===== src/rtl/csvt_pkg.sv =====
// Shared types and constants for the CSV field tokenizer.
// No dependencies; used by csvt_core and csv_field_tokenizer.
package csvt_pkg;

  localparam logic [1:0] KIND_CHAR      = 2'd0;
  localparam logic [1:0] KIND_FIELD_END = 2'd1;
  localparam logic [1:0] KIND_ROW_END   = 2'd2;

  localparam logic [7:0] QUOTE_BYTE    = 8'h22;
  localparam logic [7:0] CR_BYTE       = 8'h0D;
  localparam logic [7:0] LF_BYTE       = 8'h0A;
  localparam logic [7:0] DEFAULT_DELIM = 8'h2C;

  typedef struct packed {
    logic       has_token;
    logic [1:0] kind;
    logic [7:0] ch;
  } token_t;

endpackage


===== src/rtl/csv_field_tokenizer.sv =====
// Streaming CSV tokenizer top level: config register, decode core, output skid.
// Depends on csvt_pkg and csvt_core.
//
// Input channel: in_valid/in_stall carry data_byte and end_of_text. One byte is
// taken per transaction; end_of_text flushes a final row end if the row holds
// anything and returns the quote state to start.
// Output channel: out_valid/out_stall carry token_kind (0 character, 1 field
// end, 2 row end) and char_value (zero unless token_kind is 0).
// Each transaction yields zero or one token, registered into the output or
// skid register. Throughput is one byte per cycle while in_stall is low, set
// by the combinational decode of the three quote/row state bits.
// A one-entry skid register sits behind the output register; in_stall rises
// only once both are full, so the input keeps flowing through an output stall
// until the skid register fills.
// Configuration: cfg_wr_en/cfg_wr_data write delimiter_char; write only while
// idle.
// Reset (rst, synchronous): delimiter returns to comma, quote and row state
// clear, output and skid registers empty.
module csv_field_tokenizer (
  input  logic       clk,
  input  logic       rst,
  input  logic       cfg_wr_en,
  input  logic [7:0] cfg_wr_data,
  input  logic       in_valid,
  output logic       in_stall,
  input  logic [7:0] data_byte,
  input  logic       end_of_text,
  output logic       out_valid,
  input  logic       out_stall,
  output logic [1:0] token_kind,
  output logic [7:0] char_value
);

  logic [7:0]       delimiter_char;
  logic             accept;
  logic             out_advance;
  csvt_pkg::token_t token;
  logic             skid_valid;
  logic [1:0]       skid_kind;
  logic [7:0]       skid_char;

  assign in_stall    = skid_valid;
  assign accept      = in_valid && !skid_valid;
  assign out_advance = !out_valid || !out_stall;

  always_ff @(posedge clk) begin
    if (rst) begin
      delimiter_char <= csvt_pkg::DEFAULT_DELIM;
    end else if (cfg_wr_en) begin
      delimiter_char <= cfg_wr_data;
    end
  end

  csvt_core u_core (
    .clk            (clk),
    .rst            (rst),
    .step           (accept),
    .data_byte      (data_byte),
    .end_of_text    (end_of_text),
    .delimiter_char (delimiter_char),
    .token          (token)
  );

  always_ff @(posedge clk) begin
    if (rst) begin
      out_valid  <= 1'b0;
      skid_valid <= 1'b0;
    end else if (out_advance) begin
      if (skid_valid) begin
        out_valid  <= 1'b1;
        token_kind <= skid_kind;
        char_value <= skid_char;
        skid_valid <= 1'b0;
      end else begin
        out_valid  <= accept && token.has_token;
        token_kind <= token.kind;
        char_value <= token.ch;
      end
    end else if (accept && token.has_token) begin
      skid_valid <= 1'b1;
      skid_kind  <= token.kind;
      skid_char  <= token.ch;
    end
  end

`ifndef SYNTHESIS
  a_skid_needs_out: assert property (@(posedge clk) disable iff (rst)
    skid_valid |-> out_valid)
    else $error("skid register full while output register empty");

  a_char_zero: assert property (@(posedge clk) disable iff (rst)
    (out_valid && token_kind != csvt_pkg::KIND_CHAR) |-> char_value == 8'd0)
    else $error("nonzero char_value on a field or row end");

  a_kind_legal: assert property (@(posedge clk) disable iff (rst)
    out_valid |-> (token_kind == csvt_pkg::KIND_CHAR ||
                   token_kind == csvt_pkg::KIND_FIELD_END ||
                   token_kind == csvt_pkg::KIND_ROW_END))
    else $error("illegal token_kind");

  a_reset_empty: assert property (@(posedge clk)
    rst |=> (!out_valid && !skid_valid))
    else $error("output not empty after reset");
`endif

endmodule


===== src/rtl/csvt_core.sv =====
// Tokenizer state (quote mode, pending quote, row started) and per-byte decode.
// Depends on csvt_pkg. Produces at most one token per accepted transaction.
module csvt_core (
  input  logic              clk,
  input  logic              rst,
  input  logic              step,
  input  logic [7:0]        data_byte,
  input  logic              end_of_text,
  input  logic [7:0]        delimiter_char,
  output csvt_pkg::token_t  token
);

  logic inside_quotes, quote_pending, row_started;
  logic inside_quotes_next, quote_pending_next, row_started_next;

  always_comb begin
    inside_quotes_next = inside_quotes;
    quote_pending_next = quote_pending;
    row_started_next   = row_started;
    token.has_token    = 1'b0;
    token.kind         = csvt_pkg::KIND_CHAR;
    token.ch           = 8'd0;
    if (end_of_text) begin
      inside_quotes_next = 1'b0;
      quote_pending_next = 1'b0;
      row_started_next   = 1'b0;
      if (row_started) begin
        token.has_token = 1'b1;
        token.kind      = csvt_pkg::KIND_ROW_END;
      end
    end else if (quote_pending && data_byte == csvt_pkg::QUOTE_BYTE) begin
      quote_pending_next = 1'b0;
      row_started_next   = 1'b1;
      token.has_token    = 1'b1;
      token.ch           = csvt_pkg::QUOTE_BYTE;
    end else if (inside_quotes && !quote_pending) begin
      if (data_byte == csvt_pkg::QUOTE_BYTE) begin
        quote_pending_next = 1'b1;
      end else begin
        row_started_next = 1'b1;
        token.has_token  = 1'b1;
        token.ch         = data_byte;
      end
    end else begin
      // unquoted handling, also after a closing quote
      quote_pending_next = 1'b0;
      inside_quotes_next = 1'b0;
      if (data_byte == csvt_pkg::QUOTE_BYTE) begin
        inside_quotes_next = 1'b1;
        row_started_next   = 1'b1;
      end else if (data_byte == delimiter_char) begin
        row_started_next = 1'b1;
        token.has_token  = 1'b1;
        token.kind       = csvt_pkg::KIND_FIELD_END;
      end else if (data_byte == csvt_pkg::CR_BYTE) begin
        token.has_token = 1'b0;
      end else if (data_byte == csvt_pkg::LF_BYTE) begin
        row_started_next = 1'b0;
        token.has_token  = 1'b1;
        token.kind       = csvt_pkg::KIND_ROW_END;
      end else begin
        row_started_next = 1'b1;
        token.has_token  = 1'b1;
        token.ch         = data_byte;
      end
    end
  end

  always_ff @(posedge clk) begin
    if (rst) begin
      inside_quotes <= 1'b0;
      quote_pending <= 1'b0;
      row_started   <= 1'b0;
    end else if (step) begin
      inside_quotes <= inside_quotes_next;
      quote_pending <= quote_pending_next;
      row_started   <= row_started_next;
    end
  end

endmodule

===== config.mk =====
export PLATFORM = sky130hd
export DESIGN_NAME = csv_field_tokenizer
export DESIGN_NICKNAME = d
export VERILOG_FILES = /design/src/rtl/csvt_pkg.sv /design/src/rtl/csv_field_tokenizer.sv /design/src/rtl/csvt_core.sv
export SDC_FILE = /design/constraint.sdc
export NUM_CORES = 1
export LEC_CHECK = 0
export BUFFER_PORTS_ARGS = -buffer_cell sky130_fd_sc_hd__buf_2
export CORE_MARGIN = 1
export CORE_UTILIZATION = 45
export DETAILED_ROUTE_END_ITERATION = 16
export HOLD_SLACK_MARGIN = 0.1
export PLACE_DENSITY_LB_ADDON = 0.15
export SLEW_MARGIN = 20
export SYNTH_ARGS = -nofsm -noshare
export SYNTH_HDL_FRONTEND = slang
export SYNTH_HIERARCHICAL = 1
export SYNTH_SLANG_ARGS = --single-unit

===== constraint.sdc =====
create_clock -name clk -period 3.31 [get_ports clk]
set_clock_uncertainty 0.1 [all_clocks]
set_input_delay 0.1655 -clock clk [delete_from_list [all_inputs] [get_ports clk]]
set_output_delay 0.1655 -clock clk [all_outputs]
set_load 0.01 [all_outputs]

; ---- Word level (Yosys, flattened, before mapping)
; Cells that the tools add are included.
[op_classes]
n_reduce_logical = 15
n_bitwise = 2
addsub = 0
eq_ne = 9
shifts = 0
mul = 0
n_div = 0
mux = 37
order_cmp = 0
[ops]
columns = op, count
row1 = 8-bit two-way mux, 7
row2 = 1-bit two-way mux, 21
row3 = 8-bit by 4-bit == test with 1-bit output (second input constant), 2
row4 = 11-bit two-way mux, 1
row5 = 10-bit two-way mux, 1
row6 = 3-bit two-way mux, 3
row7 = 3-bit AND reduction, 3
row8 = 8-bit by 6-bit == test with 1-bit output (second input constant), 1
row9 = 8-bit == test, 1
row10 = 2-bit two-way mux, 4
row11 = 4-bit by 3-bit inequality test with 1-bit output (second input constant), 2
row12 = 6-bit by 2-bit inequality test with 1-bit output (second input constant), 1
row13 = 1-bit logical AND, 4
row14 = 1-bit zero test, 4
row15 = 2-bit inequality test (second input constant), 2
row16 = 2-bit AND reduction, 2
row17 = 1-bit NOT, 2
row18 = 2-bit OR reduction, 1
row19 = 1-bit logical OR, 1
[totals]
ram_bits = 0
ff_bits = 33
memories = 0
mem_bits_ro = 0
elab_cells = 73
in_bits = 22
out_inout_bits = 12
latch_bits = 0

; ---- Depth between registers and ports, before layout
[depth]
ltp_word = 10
mapped_depth = 7
depth_no_buf = 7

; ---- Hierarchy
; Netlist, hierarchy kept.
[by_module_without_submodules]
columns = mod, cells_per_inst, seq_area_each_um2, n_inst, area_per_inst_um2
row1 = csv_field_tokenizer, 67, 800.8, 1, 1127.3
row2 = csvt_core, 70, 60.1, 1, 478.0

; ---- Worst setup path after synthesis
; OpenSTA, ideal clock, no wires.
[synth_timing]
kind = register to register
startpoint = register u_core.inside_quotes
endpoint = register skid_char[0], enable pin
period_less_slack_ps = 2462
n_path_buf = 0
slack_ps = 848
t_required_ps = 2825
setup_time_ps = 385
stages_incl_launch_ff = 7
arrival_time_ps = 1977
cell_sequence = dfxtp_1 -> nor2b_1 -> and4bb_2 -> a311o_1 -> nand2_1 -> nand2_1 -> nor4_2
[synth_rtl]
columns = element, line
row1 = from (decl), csvt_core.sv:13  ; logic inside_quotes, quote_pending, row_started;
row2 = from (signal assigned), csvt_core.sv:75  ; inside_quotes <= inside_quotes_next;
row3 = to (signal assigned), csv_field_tokenizer.sv:82  ; skid_char <= token.ch;
row4 = to (decl), csv_field_tokenizer.sv:40  ; logic [7:0] skid_char;

==> summary.md <==
| Metric | Value |
|---|---|
| Total I/O pin count | `34` |
| Util after Layout | `between 60% and 70%` |
| Seq/Total Area, Yosys | `between 50 and 60%` |
| Vias in the first global route | `around 1.1k` |
| Setup TNS | `0 ns` |
| Post-synthesis compound-gate area fraction | `between 9 and 10%` |
| Core area | `3390 um2` |
| Final setup vio count | `0` |
| Largest family of logic cells by synthesized area | `simple AND/OR/NAND/NOR gates` |
| Design Area, Final | `slightly above 2000 um2` |
| CP startpoint kind | `register` |
| MaxCap Viol Count | `0` |
| Clk buf depth | `2` |
| Sequential share of power | `between 40% and 50%` |
| Largest net degree at the start of global routing | `17` |
| Mux share of post-synthesis cell area | `11.8%` |
| Post-Synth XOR/XNOR Area | `under 10%` |
| Buf/Inv on CP | `1` |
| Leakage power | `between 0.8 and 0.9 nW` |
| Hold Fails Final Rpt | `0` |
| Clock transition at path regs | `about 0.10 ns` |
| Fillcell total | `roughly 290` |
| Cells along the critical path | `nor2b_1 > and4bb_2 > a311o_1 > nand2_1 > a21oi_2 > nor3_1 > dlygate4sd3_1` |
| Worst setup path class | `register to register` |
| Post-detail-place hpwl | `2210 um` |
| Comb power frac | `a little under an eighth` |
| Yosys reg bits | `33` |
| Yosys top cell area share | `37.4%` |
| Number of synthesized flops with an enable pin | `20` |
| Placed cell area | `between 1500 and 2000 um2` |
| Vias per Instance | `between 5 and 6` |
| Post-layout min period | `~2.4 ns` |
| CP max stage delay | `around 0.56 ns` |
| Cell class contributing the biggest share of worst-path delay | `simple AND/OR/NAND/NOR gates` |
| Relative slew slack | `roughly two fifths` |
| Slew Limit Fails | `0` |
| Via count | `~1.2k` |
| First-pass GRT wire length | `between 5000 and 6000 um` |
| Syn Inst Count | `about 140` |
| Slew @ Worst Pin | `roughly 0.90 ns` |
| Drc violations | `0` |
| Crit path max fanout | `6` |
| Initial core utilization | `47.4%` |
| Total CTS buffers | `5` |
| Die Span Y | `61.7 um` |
| Min Hold Slack | `0.109 ns` |
| Post-layout net count | `~210` |
| Top cells by area, synth | `edfxtp_1, dfxtp_1, mux2_4` |
| Ys async rst share | `0%` |
| Syn_nets | `between 150 and 200` |
| Mapped Area | `~1600 um2` |
| DIE AREA | `around 3800 um2` |
| Sink Count | `33` |
| Worst Hold Class | `input port to register` |
| WP data arrival | `2.60 ns` |
| Drt first-iter violations | `50` |
| Sw Share | `between 20% and 30%` |
| # H-tree levels | `2` |
| Ant diodes | `0` |
| Post-synth top cells | `edfxtp_1, nand2_1, dfxtp_1` |
| Ys Warns | `6` |
| DRT Pass-1 Iters | `4` |
| Placer congestion estimate | `a little under 0.9` |
| Syn Area/Cell | `around 12 um2` |
| Status | `finished, final reports clean` |
| Max VDD drop | `between 0.3 and 0.4 mV` |
| Most common cell in the synthesized netlist | `edfxtp_1` |
| Main flop type after synthesis | `edfxtp_1` |
| Crit. End Element | `register` |
| Max frequency | `between 400 and 500 MHz` |
| Critical-path cell with the highest stage delay | `dlygate4sd3_1` |
| Final cell count without fillers | `236` |
| NetSw | `about 0.20 mW` |
| Post-CTS sizing | `0` |
| Yosys top cell by area | `edfxtp_1` |
| CTS tree | `yes` |
| Buffers added on ports | `33` |
| Crit share post-route | `around 72%` |
| Pwr/cell area | `457 nW/um2` |
| Gr ovfl total | `0` |
| Std cell rows | `21` |
| Width of the chip | `roughly 62 um` |
| Clock share of power | `39.8%` |
| Adder-cell share of the synthesized area | `0%` |
| Root buf cell | `clkbuf_4` |
| Cell-internal power | `0.742 mW` |
| Area Overhead vs Synth | `28.7%` |
| Post-CTS Setup Repair Bufs | `0` |
| Placed insts | `roughly 210` |
| GRT Util Overall | `19.1%` |
| Synth Area in Simple Gates | `a little under a fifth` |
| Post-synth cell types | `40` |
| Share of cells above drive strength 1 | `29.5%` |
| Critical Path RT | `around 3.5 ns` |
| Final ANT Viol Nets | `0` |
| WL per Instance | `~14 um` |
| RSZ-0062 raised after global routing | `false` |
| Initial antenna violation count | `0` |
| Worst-Skew Late Latency | `~0.35 ns` |
| WL final | `approximately 3300 um` |
==> stage by stage <==
stage,setup slack [ns],total power [mW]
detailed placement,1.06,0.563
global placement,1.12,0.561
global route,0.766,0.982
CTS,0.932,0.951
finish,0.917,0.944
floorplan,0.848,0.526
==> layout by cell type (no fill, tap or decap), types with 2 or more instances in the layout <==
| cell type | n |
|---|---|
| nand3_1 | 3 |
| clkbuf_4 | 5 |
| buf_2 | 33 |
| dfxtp_1 | 13 |
| bufinv_16 | 2 |
| o211ai_1 | 3 |
| nor3_1 | 4 |
| edfxtp_1 | 20 |
| a211o_1 | 3 |
| nand2_1 | 14 |
| inv_1 | 3 |
| mux2_4 | 7 |
| xor2_1 | 8 |
| nor2_1 | 10 |
| mux2i_1 | 5 |
| dlygate4sd3_1 | 16 |
| a21oi_1 | 5 |
| nor3b_1 | 3 |
| mux2_1 | 2 |
| nor4_1 | 3 |
| a31oi_1 | 2 |
| nor2b_1 | 7 |
==> area by class of cell <==
cell class / count / area [um2] / area share (%)
repair buffers: 50 / 333 / 16.1
flip-flops and latches: 33 / 861 / 41.7
clock buffers: 5 / 37.5 / 1.82
inverters: 3 / 11.3 / 0.545
clock inverters: 3 / 65.1 / 3.15
multi-input cells: 96 / 701 / 33.9
well taps: 46 / 57.6 / 2.79
==> layer usage <==
layer | vias up | global-route usage, % | part of all wire (%)
met1 | 544 | 22.3 | 44
met3 | 6 | 5.59 | 5.0
li1 | 611 | - | -
met5 | - | 0 | 0
met2 | 42 | 32.9 | 49
met4 | 0 | 7.62 | 1.8
==> power groups by stage <==
stage          logic [mW]  clock network (mW)  registers [mW]
2_1_floorplan      0.0527                   0           0.474
3_3_place_gp       0.0917                   0           0.469
3_5_place_dp       0.0931                   0           0.470
4_1_cts             0.108               0.383           0.460
5_1_grt             0.119               0.400           0.463
6_report            0.109               0.376           0.460
==> flip-flops by register name, indices dropped and copies added, names as in the netlist <==
register	count
char_value	8
delimiter_char	8
in_stall	1
out_valid	1
skid_char	8
skid_kind	2
token_kind	2
u_core/inside_quotes	1
u_core/quote_pending	1
u_core/row_started	1
==> final timing paths <==
check	start	endpoint	slack (ns)	cells past startpoint
max	u_core/inside_quotes$_SDFFE_PP0P_	in_stall$_SDFFE_PP0P_	0.92	7
max reg2reg	u_core/inside_quotes$_SDFFE_PP0P_	in_stall$_SDFFE_PP0P_	0.92	7
min	rst	u_core/quote_pending$_SDFFE_PP0P_	0.11	2
min reg2reg	u_core/row_started$_SDFFE_PP0P_	u_core/row_started$_SDFFE_PP0P_	0.41	2
==> cell families after synthesis <==
kind of cell	after synthesis
buffers and inverters	8
AND/OR/NAND/NOR	53
multiplexers	15
flip-flops	33
AO/OA/AOI/OAI	20
XOR/XNOR	8
==> repair_timing <==
action / 4_1_cts / 5_1_grt
hold buffers: 16 / 0
endpoints found under the hold margin: 10 / 0
endpoints found under the setup margin: 0 / 0
Power figures use the tool's default switching activity.
